===== config.mk =====
export PLATFORM = sky130hd
export DESIGN_NAME = cau_stage
export DESIGN_NICKNAME = d
export VERILOG_FILES = /design/src/sv/cau_pkg.sv /design/src/sv/cau_stage.sv
export SDC_FILE = /design/constraint.sdc
export NUM_CORES = 1
export LEC_CHECK = 0
export BUFFER_PORTS_ARGS = -buffer_cell sky130_fd_sc_hd__buf_4
export CAP_MARGIN = 20
export CORE_AREA = 2 2 413 415
export DETAILED_ROUTE_END_ITERATION = 12
export DIE_AREA = 0 0 415 417
export GPL_TIMING_DRIVEN = 0
export SLEW_MARGIN = 20
export SYNTH_ARGS = -nofsm -noshare
export SYNTH_HDL_FRONTEND = slang
export SYNTH_SLANG_ARGS = --single-unit

===== constraint.sdc =====
create_clock -name clk -period 3.6 [get_ports clk]
set_clock_uncertainty 0.05 [all_clocks]
set_input_delay 0 -clock clk [delete_from_list [all_inputs] [get_ports clk]]
set_output_delay 0 -clock clk [all_outputs]
set_load 0.02 [all_outputs]

===== src/sv/cau_pkg.sv =====
// cau_pkg: shared types and codes for the complex arithmetic unit.
// No dependencies; imported by every module of the unit.
package cau_pkg;

  localparam int DATA_WIDTH_DEF = 32;
  localparam int FRAC_BITS_DEF  = 16;

  typedef enum logic [2:0] {
    OP_ADD   = 3'd0,
    OP_SUB   = 3'd1,
    OP_MUL   = 3'd2,
    OP_DIV   = 3'd3,
    OP_RECIP = 3'd4,
    OP_MAG   = 3'd5
  } op_t;

  typedef enum logic [1:0] {
    ST_OK   = 2'd0,
    ST_DIV0 = 2'd1,
    ST_SAT  = 2'd2
  } status_t;

  typedef enum logic [2:0] {
    K_DIRECT  = 3'd0,
    K_DIV     = 3'd1,
    K_DIVZERO = 3'd2,
    K_SQRT    = 3'd3,
    K_ZERO    = 3'd4
  } kind_t;

  typedef struct packed {
    logic  valid;
    kind_t kind;
    logic  sat;
    logic  neg_re;
    logic  neg_im;
    logic  ovf_re;
    logic  ovf_im;
  } ctl_t;

endpackage


===== src/sv/cau_stage.sv =====
// cau_stage: one pipeline step of the two restoring dividers and the square root.
// Depends on cau_pkg.
module cau_stage
  import cau_pkg::*;
#(
  parameter int DATA_WIDTH = DATA_WIDTH_DEF
) (
  input  logic                    clk,
  input  logic                    rst,
  input  logic                    en,
  input  ctl_t                    ctl_in,
  input  logic [DATA_WIDTH-1:0]   dir_re_in,
  input  logic [DATA_WIDTH-1:0]   dir_im_in,
  input  logic [2*DATA_WIDTH-1:0] den_in,
  input  logic [2*DATA_WIDTH-1:0] rem_re_in,
  input  logic [2*DATA_WIDTH-1:0] rem_im_in,
  input  logic [DATA_WIDTH-1:0]   bits_re_in,
  input  logic [DATA_WIDTH-1:0]   bits_im_in,
  input  logic [DATA_WIDTH-1:0]   q_re_in,
  input  logic [DATA_WIDTH-1:0]   q_im_in,
  input  logic [2*DATA_WIDTH-1:0] sq_in,
  input  logic [DATA_WIDTH+1:0]   srem_in,
  input  logic [DATA_WIDTH-1:0]   sres_in,
  output ctl_t                    ctl_out,
  output logic [DATA_WIDTH-1:0]   dir_re_out,
  output logic [DATA_WIDTH-1:0]   dir_im_out,
  output logic [2*DATA_WIDTH-1:0] den_out,
  output logic [2*DATA_WIDTH-1:0] rem_re_out,
  output logic [2*DATA_WIDTH-1:0] rem_im_out,
  output logic [DATA_WIDTH-1:0]   bits_re_out,
  output logic [DATA_WIDTH-1:0]   bits_im_out,
  output logic [DATA_WIDTH-1:0]   q_re_out,
  output logic [DATA_WIDTH-1:0]   q_im_out,
  output logic [2*DATA_WIDTH-1:0] sq_out,
  output logic [DATA_WIDTH+1:0]   srem_out,
  output logic [DATA_WIDTH-1:0]   sres_out
);

  localparam int W  = DATA_WIDTH;
  localparam int DW = 2 * W;

  logic [DW:0]   r2_re, r2_im;
  logic [DW-1:0] rn_re, rn_im;
  logic          qb_re, qb_im;
  logic [W+1:0]  s2, trial, sn;
  logic          sb;

  always_comb begin
    r2_re = {rem_re_in, bits_re_in[W-1]};
    r2_im = {rem_im_in, bits_im_in[W-1]};
    qb_re = r2_re >= {1'b0, den_in};
    qb_im = r2_im >= {1'b0, den_in};
    rn_re = qb_re ? DW'(r2_re - {1'b0, den_in}) : r2_re[DW-1:0];
    rn_im = qb_im ? DW'(r2_im - {1'b0, den_in}) : r2_im[DW-1:0];
    s2    = {srem_in[W-1:0], sq_in[DW-1 -: 2]};
    trial = {sres_in, 2'b01};
    sb    = s2 >= trial;
    sn    = sb ? (s2 - trial) : s2;
  end

  always_ff @(posedge clk) begin
    if (rst) begin
      ctl_out <= '0;
    end else if (en) begin
      ctl_out <= ctl_in;
    end
    if (en) begin
      dir_re_out  <= dir_re_in;
      dir_im_out  <= dir_im_in;
      den_out     <= den_in;
      rem_re_out  <= rn_re;
      rem_im_out  <= rn_im;
      bits_re_out <= {bits_re_in[W-2:0], 1'b0};
      bits_im_out <= {bits_im_in[W-2:0], 1'b0};
      q_re_out    <= {q_re_in[W-2:0], qb_re};
      q_im_out    <= {q_im_in[W-2:0], qb_im};
      sq_out      <= {sq_in[DW-3:0], 2'b00};
      srem_out    <= sn;
      sres_out    <= {sres_in[W-2:0], sb};
    end
  end

endmodule


==> results.sh, run 1 <==
export IMPL_failed_checks="negative hold slack, negative setup slack"
export IMPL_synth_avg_cell_area_sq_um=11.44
export IMPL_fmax_ghz=0.2751
export IMPL_r2r_cells=3
export IMPL_clk_latency_ns=0.67
export IMPL_clockRootBuffer="clkbuf_16"
export IMPL_htree_levels=3
export IMPL_grt_max_degree=107
export IMPL_finalSetupViolCount=2
export IMPL_antenna_left=0
export IMPL_synthFlopType="edfxtp_1"
export IMPL_rsz0062_at_grt="true"
export IMPL_finalMaxSlewViolations=0
export IMPL_ys_seq_area_frac=0.5702
export IMPL_power_total_uw=20640
export IMPL_rows=151
export IMPL_cts_buffers=67
export IMPL_ir_worst_vdd_v=0.0003065
export IMPL_cap_violations=0
export IMPL_drive_gt1_frac=0.2899
export IMPL_place_ws_ns=-2.215
export IMPL_syn_to_final_growth_pct=79.58
export IMPL_antenna_found_initial=49
export IMPL_cp_arrival_ns=4.02
export IMPL_r2r_slack_ns=2.33
export IMPL_drt_iter0_drc=1850
export IMPL_numClockSinks=519
export IMPL_asyncSetResetFlopFracSynth=0
export IMPL_critPathSlowestCell="a211oi_2"
export IMPL_crit_chain="dlygate4sd3_1 > buf_4 > ha_1 > nand2_1 > nor2_1 > nand3_1 > a211oi_2 > a211oi_2 > o21a_1 > o221ai_2 > nand2_1 > mux2i_1 > o21ai_0"
export IMPL_layout_setup_ws_ns=-0.03440
export IMPL_vias_per_cell=4.203
export IMPL_syn_area_sq_mm=0.02717
export IMPL_clkTransAtPathRegs_ns=0.06
export IMPL_r2r_start="ctl_out[2]$_SDFFE_PP0P_"
export IMPL_outcome="finished, violations left"
export IMPL_grt_pass1_vias=28180
export IMPL_hold_start="den_in[0]"
export IMPL_fp_dieArea_sq_mm=0.1731
export IMPL_worstReg2RegEnd="ctl_out[2]$_SDFFE_PP0P_"
export IMPL_cts_tree="built"
export IMPL_start_kind="input port"
export IMPL_max_stage_delay_ns=0.61
export IMPL_die_w_um=415
export IMPL_grt_overflow_total=0
export IMPL_port_buffers=1039
export IMPL_critPathRequiredTime_ns=3.98
export IMPL_core_area_sq_mm=0.1685
export IMPL_clockBufferDepth=3
export IMPL_synth_warnings=0
export IMPL_grt_total_usage=0.1651
export IMPL_drc=0
export IMPL_synthCells=2376
export IMPL_finalCritPeriodShare=1.010
export IMPL_worst_pin_slew_ns=1.104
export IMPL_grt_pass1_wl_mm=204.5
export IMPL_hold_viol_final=18
export IMPL_drt_wl_total_mm=150.3
export IMPL_critPathMaxFanout=5
export IMPL_gp_congestion=0.9195
export IMPL_vias=27830
export IMPL_holdWs_ns=-0.5143
export IMPL_fin_crit_ns=3.634
export IMPL_cellLeakagePower_uw=0.02040
export IMPL_ys_types=81
export IMPL_slew_headroom=0.2561
export IMPL_dp_hpwl_mm=115.6
export IMPL_power_density_mw_per_mm2=422.9
export IMPL_start_util=0.1612
export IMPL_pin_count=1049
export IMPL_holdPathEnd="den_out[0]$_DFFE_PP_"
export IMPL_holdPathStages=1
export IMPL_worstSetupEndpointType="flip-flop"
export IMPL_die_h_um=417
export IMPL_criticalPathCategory="in2reg"
export IMPL_num_fill_cells=17190
export IMPL_hold_class="in2reg"
export IMPL_dr_pass1_iters=5
export IMPL_ys_ff_latch=519
export IMPL_routedWlPerCell_um=22.70
export IMPL_synth_edff_count=510
export IMPL_nets=5020
[kinds of logic after synthesis]
family                   share of synthesized area
XOR/XNOR                                   0.04738
buffers and inverters                      0.03730
flip-flops                                  0.5702
AO/OA/AOI/OAI                               0.1577
adder cells (fa/ha/maj)                    0.07607
other                                    0.0001380
AND/OR/NAND/NOR                            0.09858
multiplexers                               0.01262
[worst max path at each step]
stage               slack, ns                       end  depth (start not counted)     startpoint
floorplan                0.53    srem_out[10]$_DFFE_PP_                         12     sres_in[5]
global placement        -2.54  rem_im_out[34]$_DFFE_PP_                         16      den_in[1]
detailed placement      -2.22  rem_im_out[34]$_DFFE_PP_                         16      den_in[1]
CTS                    0.0004  rem_im_out[59]$_DFFE_PP_                         12  rem_im_in[17]
global route             -0.1  rem_im_out[49]$_DFFE_PP_                         16  rem_im_in[25]
finish                  -0.03  rem_im_out[60]$_DFFE_PP_                         13  rem_im_in[28]
[area by class of cell]
cell class | instances | area [sq um] | share of cell area
clock inverter | 42 | 462.9 | 0.009487
tap | 2218 | 2775 | 0.05687
clock buffer | 78 | 1718 | 0.03520
inverter | 147 | 551.8 | 0.01131
timing repair buffer | 1882 | 16330 | 0.3347
buffer | 97 | 511.7 | 0.01049
sequential | 519 | 15490 | 0.3175
multi-input combinational | 1616 | 10890 | 0.2232
antenna | 23 | 57.56 | 0.001179
[cells in the final DEF, fill, tap and decap left out, types with 19 or more instances in the layout]
master and n:
dlygate4sd3_1 828, clkbuf_1 69, a31oi_1 20, ha_1 162
xor2_1 63, clkbuf_16 67, edfxtp_1 510, diode_2 23
a21o_1 83, o21a_1 19, o21bai_1 36, nand4_1 50
nand3_1 31, nand2_1 198, nor3_1 25, buf_4 1059
nor2_1 163, xnor2_1 84, inv_1 147, nor2b_1 19
o21ai_0 164, a21oi_1 217
[power by group]
| group | switching, uW | internal, uW |
|---|---|---|
| combinational | 3500 | 2670 |
| sequential | 218 | 7410 |
| clock | 2950 | 3900 |
| total | 6660 | 14000 |
[through the flow]
step | util | TNS, ns | hold WS [ns] | std cells | cell area, sq um
final | 0.2896 | -0.04651 | -0.5143 | 6622 | 48800
after detailed placement | 0.2250 | -222.97 | 0.1293 | 5641 | 37920
after global routing | 0.2895 | -1.027 | -0.5748 | 6618 | 48790
after floorplan | - | 0 | 0.04887 | 2379 | 27180
after global placement | 0.2241 | -1285.34 | 0.1285 | 5636 | 37760
after CTS | 0.2865 | 0 | -0.6214 | 6565 | 48290
[Yosys cell counts (10+ instances only)]
| cell type | instances | area, sq um |
|---|---|---|
| edfxtp_1 | 510 | 15310 |
| a21oi_1 | 226 | 1131 |
| nand2_1 | 198 | 743.2 |
| o21ai_0 | 182 | 910.9 |
| nor2_1 | 165 | 619.3 |
| ha_1 | 162 | 2027 |
| inv_1 | 147 | 551.8 |
| xnor2_1 | 84 | 735.7 |
| a21o_1 | 83 | 623.1 |
| clkbuf_1 | 65 | 244.0 |
| xor2_1 | 63 | 551.8 |
| nand4_1 | 50 | 312.8 |
| o21bai_1 | 36 | 270.3 |
| nand3_1 | 31 | 155.2 |
| nor3_1 | 29 | 145.1 |
| a31oi_1 | 24 | 150.1 |
| o21a_1 | 20 | 150.1 |
| nor2b_1 | 19 | 118.9 |
| mux2_2 | 18 | 202.7 |
| a211oi_1 | 16 | 120.1 |
| and3_1 | 15 | 93.84 |
| mux2i_1 | 14 | 140.1 |
| o31ai_1 | 14 | 105.1 |
| buf_2 | 13 | 65.06 |
| nand2b_1 | 13 | 81.33 |
| a21boi_0 | 11 | 82.58 |
| buf_4 | 11 | 82.58 |
| and2_1 | 10 | 62.56 |
| nor4_1 | 10 | 62.56 |
[metal layers]
metal / GRT usage / up-vias / wire length [um]
met1: 0.1553 / 13519 / 49270
met5: 0 / - / 69
met4: 0.1164 / 10 / 11200
met2: 0.3174 / 1218 / 81600
met3: 0.03279 / 320 / 8165
li1: - / 12763 / -
[worst max-delay path, delay by kind of cell]
| kind | cells | cell delay (ns) |
|---|---|---|
| buf+inv | 2 | 0.74 |
| fa+ha+maj | 1 | 0.36 |
| compound gates | 5 | 1.65 |
| simple gates | 4 | 1.05 |
| mux | 1 | 0.21 |
[repair_timing]
item	CTS	global route
pin swaps	1	5
buffers inserted	2	8
hold buffers	802	26
hold endpoints to repair	586	39
gates resized for setup	43	42
setup endpoints to repair	130	135
[flip-flops by register name, indices dropped and copies added, names as in the netlist]
name	cells
bits_im_out	31
ctl_out	9
den_out	64
sres_out	32
q_re_out	32
dir_re_out	32
srem_out	34
rem_re_out	64
q_im_out	32
sq_out	62
bits_re_out	31
dir_im_out	32
rem_im_out	64
No activity file was read; power rests on OpenSTA's default activity.
==> run 2: changes to the inputs <==
Settings changed: RECOVER_POWER set to 50.
==> run 2 against run 1 <==
  * The run ends with negative hold slack, max-capacitance violations, max-slew violations, negative setup slack left
  * Critical path depth down 1
  * Wire length about the same
  * Sequential cell count unchanged
  * Cell count about the same
  * Worst setup slack worse by 0.039 ns
  * Count of clock-buffer cells in the layout unchanged
  * Sequential share of layout area up 0.83 points
  * Fmax down 1.1%
  * Combinational power down 4.9%
  * First-iteration DRC count down 3.3%
  * Sequential power about the same
  * Largest cell class unchanged
  * Largest power group unchanged
==> results.sh, run 2 (synthesized netlist as in run 1, its figures left out) <==
export IMPL_outcome="finished, violations left"
export IMPL_failed_checks="negative hold slack, max-capacitance violations, max-slew violations, negative setup slack"
export IMPL_power_density_mw_per_mm2=427.5
export IMPL_antenna_found_initial=51
export IMPL_drive_gt1_frac=0.2148
export IMPL_rows=151
export IMPL_dr_pass1_iters=5
export IMPL_grt_total_usage=0.1651
export IMPL_finalMaxSlewViolations=70
export IMPL_clockRootBuffer="clkbuf_16"
export IMPL_gp_congestion=0.9195
export IMPL_hold_class="in2reg"
export IMPL_crit_chain="dlygate4sd3_1 > buf_4 > ha_1 > nand2_1 > nor2_1 > nand3_1 > a211oi_2 > a211oi_2 > o21a_1 > o221ai_2 > a31oi_1 > o41ai_1"
export IMPL_max_stage_delay_ns=0.59
export IMPL_cellLeakagePower_uw=0.01914
export IMPL_critPathSlowestCell="a211oi_2"
export IMPL_pin_count=1049
export IMPL_power_total_uw=20330
export IMPL_cp_arrival_ns=4.10
export IMPL_slew_headroom=-0.3318
export IMPL_switchingPower_uw=6645
export IMPL_layout_setup_ws_ns=-0.07303
export IMPL_routedWlPerCell_um=22.69
export IMPL_instances_no_fill=6621
export IMPL_drc=0
export IMPL_crit_top_cell="a211oi_2"
export IMPL_clockBufferDepth=3
export IMPL_die_w_um=415
export IMPL_port_buffers=1039
export IMPL_mostFrequentLayoutCells="dlygate4sd3_1 (828), edfxtp_1 (510), buf_4 (449)"
export IMPL_utilization=0.2822
export IMPL_comb_power_share=0.288
export IMPL_dp_hpwl_mm=115.6
export IMPL_drt_iter0_drc=1789
export IMPL_htree_levels=3
export IMPL_worstSetupEndpointType="flip-flop"
export IMPL_p_seq_frac=0.375
export IMPL_worst_pin_slew_ns=1.998
export IMPL_cts_buffers=67
export IMPL_netSwitchingFraction=0.3269
export IMPL_cap_violations=1
export IMPL_clk_latency_ns=0.67
export IMPL_fp_dieArea_sq_mm=0.1731
export IMPL_antenna_left=0
export IMPL_clkTransAtPathRegs_ns=0.06
export IMPL_rsz0062_at_grt="true"
export IMPL_die_h_um=417
export IMPL_grt_pass1_wl_mm=204.5
export IMPL_numClockSinks=519
export IMPL_ir_worst_vdd_v=0.0003060
export IMPL_drt_wl_total_mm=150.2
export IMPL_start_kind="input port"
export IMPL_vias=27859
export IMPL_intPower_uw=13680
export IMPL_vias_per_cell=4.208
export IMPL_criticalPathCategory="in2reg"
export IMPL_grt_overflow_total=0
export IMPL_path_delay_family="compound AO/OA/AOI/OAI gates"
export IMPL_critPathMaxFanout=6
export IMPL_mostFrequentLayoutCell="dlygate4sd3_1"
export IMPL_critPathRequiredTime_ns=4.03
export IMPL_finalSetupViolCount=2
export IMPL_cts_tree="built"
export IMPL_top_regs="den_out x64, rem_im_out x64, rem_re_out x64"
export IMPL_syn_to_final_growth_pct=74.99
export IMPL_core_area_sq_mm=0.1685
export IMPL_hold_viol_final=18
export IMPL_finalCritPeriodShare=1.020
export IMPL_path_buf_inv=2
export IMPL_grt_pass1_vias=28180
export IMPL_grt_max_degree=107
export IMPL_fmax_ghz=0.2723
export IMPL_p_clk_frac=0.337
export IMPL_start_util=0.1612
export IMPL_nets=5020
export IMPL_place_inst=5641
export IMPL_holdWs_ns=-0.4513
export IMPL_fin_crit_ns=3.673
## run 2: timing repair
item                                    in CTS  in global routing
endpoints found under the hold margin      586                 39
pin swaps                                    1                  5
hold buffers                               802                 26
gates resized for setup                     43                 42
endpoints found under the setup margin     130                135
setup buffers                                2                  8
## run 2: worst reg2reg max path, delay by kind of cell, from the launching register on
kind | cells | cell delay, ns
buffers and inverters | 1 | 0.57
DFF | 1 | 0.31
muxes | 1 | 0.16
and+or+nand+nor | 1 | 0.06
## run 2: power by group through the flow
stage | logic [uW] | registers, uW | clock network [uW]
2_1_floorplan | 1790 | 8500 | 0
3_3_place_gp | 5240 | 7770 | 0
3_5_place_dp | 5280 | 7720 | 0
4_1_cts | 6070 | 7610 | 7080
5_1_grt | 6210 | 7670 | 7280
6_report | 5860 | 7620 | 6850
## run 2: final timing paths
check / endpoint / slack [ns] / cells past startpoint / startpoint
worst max-delay path: rem_im_out[56]$_DFFE_PP_ / -0.07 / 12 / rem_im_in[29]
worst min-delay path: den_out[1]$_DFFE_PP_ / -0.45 / 1 / den_in[1]
worst max register to register: ctl_out[2]$_SDFFE_PP0P_ / 2.34 / 3 / ctl_out[2]$_SDFFE_PP0P_
worst min register to register: ctl_out[1]$_SDFFE_PP0P_ / 1.00 / 3 / ctl_out[1]$_SDFFE_PP0P_
## run 2: cell type report
type                    count  area (sq um)
clock inverters            42         462.9
multi-input cells        1616         10890
flip-flops and latches    519         15490
fillers                 17530        121000
diodes                     22         55.05
inverters                 147         551.8
plain buffers              97         511.7
repair buffers           1882         15090
well taps                2218          2775
clock buffers              78          1718
## run 2: metal layers
metal	part of all wire	wire, um	up-vias	GRT usage
met5	0.00044	66	-	0
met2	0.54	81100	1201	0.3174
met3	0.055	8197	331	0.03279
met1	0.33	49310	13533	0.1553
met4	0.077	11530	10	0.1164
li1	-	-	12784	-
## run 2: metrics by stage
stage                     setup slack (ns)  area, sq um  hold WS [ns]   TNS, ns
after global routing              -0.09819        47550       -0.4913    -1.615
after detailed placement            -2.215        37920        0.1293   -222.97
final                             -0.07303        47550       -0.4513   -0.1446
after CTS                        0.0003855        48290       -0.6214         0
after global placement              -2.545        37760        0.1285  -1285.34
after floorplan                     0.5313        27180       0.04887         0
==> run 3: changes to the inputs <==
Settings changed: CORE_AREA 2 2 413 415 to 2 2 407 409, DIE_AREA 0 0 415 417 to 0 0 409 411, SETUP_SLACK_MARGIN set to 0.3.
==> run 3 against run 2 <==
  * The flow finishes with violations (negative hold slack, max-capacitance violations, max-slew violations)
  * Clock power about the same
  * Sequential share of layout area shrank 0.30 points
  * Sequential cell count is the same
  * Core utilization rose by 1.1 points
  * Largest power group unchanged
  * Worst hold slack worse by 0.0032 ns
  * Fmax is 9.9% higher
  * Count of clock-buffer cells in the layout grew 4
  * Worst setup slack better by 0.33 ns
  * Global-route usage is 0.44 points higher
  * Register-to-register slack got worse by 0.08 ns
==> results.sh, run 3 (synthesized netlist as in run 1, its figures left out) <==
export IMPL_outcome="finished, violations left"
export IMPL_failed_checks="negative hold slack, max-capacitance violations, max-slew violations"
export IMPL_finalSetupViolCount=0
export IMPL_antenna_left=0
export IMPL_instances_no_fill=6575
export IMPL_start_util=0.1658
export IMPL_worstSetupEndpointType="flip-flop"
export IMPL_drive_gt1_frac=0.2548
export IMPL_grt_overflow_total=0
export IMPL_mostFrequentLayoutCell="dlygate4sd3_1"
export IMPL_hold_viol_final=33
export IMPL_worst_pin_slew_ns=2.631
export IMPL_finalMaxSlewViolations=175
export IMPL_power_density_mw_per_mm2=427.4
export IMPL_vias=27726
export IMPL_antenna_found_initial=47
export IMPL_die_w_um=409
export IMPL_dp_hpwl_mm=114.5
export IMPL_post_dp_cell_area_sq_mm=0.03790
export IMPL_grt_pass1_vias=27491
export IMPL_grt_total_usage=0.1694
export IMPL_critPathRequiredTime_ns=4.00
export IMPL_die_h_um=411
export IMPL_fmax_ghz=0.2991
export IMPL_clockBufferDepth=3
export IMPL_cap_violations=2
export IMPL_drt_wl_total_mm=150.2
export IMPL_fin_crit_ns=3.343
export IMPL_finalCritPeriodShare=0.9286
export IMPL_cp_arrival_ns=3.74
export IMPL_syn_to_final_growth_pct=76.63
export IMPL_clk_latency_ns=0.68
export IMPL_layout_setup_ws_ns=0.2571
export IMPL_vias_per_cell=4.217
export IMPL_drt_iter0_drc=1950
export IMPL_drc=0
export IMPL_grt_pass1_wl_mm=203.3
export IMPL_critPathMaxFanout=8
export IMPL_nets=5001
export IMPL_grt_max_degree=105
export IMPL_fin_area_sq_mm=0.04800
export IMPL_place_ws_ns=-2.157
export IMPL_cellLeakagePower_uw=0.01961
export IMPL_power_total_uw=20520
export IMPL_hold_class="in2reg"
export IMPL_clockRootBuffer="clkbuf_16"
export IMPL_rsz0062_at_grt="true"
export IMPL_rows=149
export IMPL_numClockSinks=519
export IMPL_pin_count=1049
export IMPL_ir_worst_vdd_v=0.0004229
export IMPL_fin_setup_tns_ns=0
export IMPL_fp_dieArea_sq_mm=0.1681
export IMPL_top_regs="den_out x64, rem_im_out x64, rem_re_out x64"
export IMPL_place_inst=5613
export IMPL_gp_congestion=0.9112
export IMPL_core_area_sq_mm=0.1639
export IMPL_clkTransAtPathRegs_ns=0.06
export IMPL_start_kind="input port"
export IMPL_htree_levels=3
export IMPL_dr_pass1_iters=6
export IMPL_slew_headroom=-0.7541
export IMPL_port_buffers=1039
export IMPL_holdWs_ns=-0.4545
export IMPL_routedWlPerCell_um=22.85
export IMPL_criticalPathCategory="in2reg"
export IMPL_cts_tree="built"
export IMPL_cts_buffers=67
export IMPL_mostFrequentLayoutCells="dlygate4sd3_1 (803), buf_4 (589), edfxtp_1 (510)"
-- run 3: cell count changes in the layout (fill, tap and decap cells not counted), sizes merged --
cell	delta
buf	+136
clkbuf	-126
dlygate4sd3	-25
clkinv	-4
bufinv	-3
clkinvlp	+3
inv	+2
-- run 3: metal layers --
layer,part of all wire,wire length [um],vias to the layer above,track usage
met5,0.00097,146,-,0
met4,0.052,7853,24,0.08487
met3,0.074,11180,256,0.04511
met2,0.49,73880,1200,0.2950
met1,0.38,57160,13485,0.1903
li1,-,-,12761,-
-- run 3: final timing paths --
| path | start | to | slack (ns) | cells past startpoint |
|---|---|---|---|---|
| worst min register to register | ctl_out[2]$_SDFFE_PP0P_ | ctl_out[2]$_SDFFE_PP0P_ | 0.99 | 3 |
| worst max register to register | ctl_out[3]$_SDFFE_PP0P_ | ctl_out[3]$_SDFFE_PP0P_ | 2.26 | 3 |
| worst min-delay path | den_in[1] | den_out[1]$_DFFE_PP_ | -0.45 | 1 |
| worst max-delay path | den_in[25] | rem_re_out[62]$_DFFE_PP_ | 0.26 | 16 |
-- run 3: repair_timing --
action / CTS / global route
hold buffers: 766 / 37
pin swaps: 6 / 6
setup buffers: 11 / 4
gates resized for setup: 81 / 50
endpoints found under the hold margin: 651 / 56
endpoints found under the setup margin: 130 / 123
-- run 3: through the flow --
stage               hold slack, ns  utilization
finish                     -0.4545       0.2929
global route               -0.4898       0.2927
CTS                        -0.6196       0.2941
detailed placement          0.1292       0.2313
global placement            0.1284       0.2302
floorplan                  0.04887            -
-- run 3: power breakdown --
part	internal, uW	switching (uW)	total [uW]
sequential	7410	250	7660
clock	3800	3070	6880
combinational	2500	3480	5980
total	13700	6800	20500
-- run 3: layout make-up --
cell class	count	area, sq um
diodes	22	55.05
plain buffers	97	534.3
clock buffers	82	1774
clock inverters	40	397.9
fillers	16782	115900
inverters	147	555.5
multi-input cells	1616	11090
flip-flops and latches	519	15490
well taps	2189	2739
repair buffers	1863	15350
-- run 3: critical path, cell delays in order --
cell	delay [ns]
clkbuf_1	0.24
inv_1	0.18
ha_1	0.31
clkbuf_1	0.31
nand4_1	0.27
nor4_2	0.42
o311ai_0	0.29
nand4_1	0.17
buf_4	0.18
a31oi_1	0.12
nand3_1	0.30
o221ai_1	0.22
o21ai_0	0.22
a21oi_1	0.11
xnor2_1	0.13
mux2_2	0.26
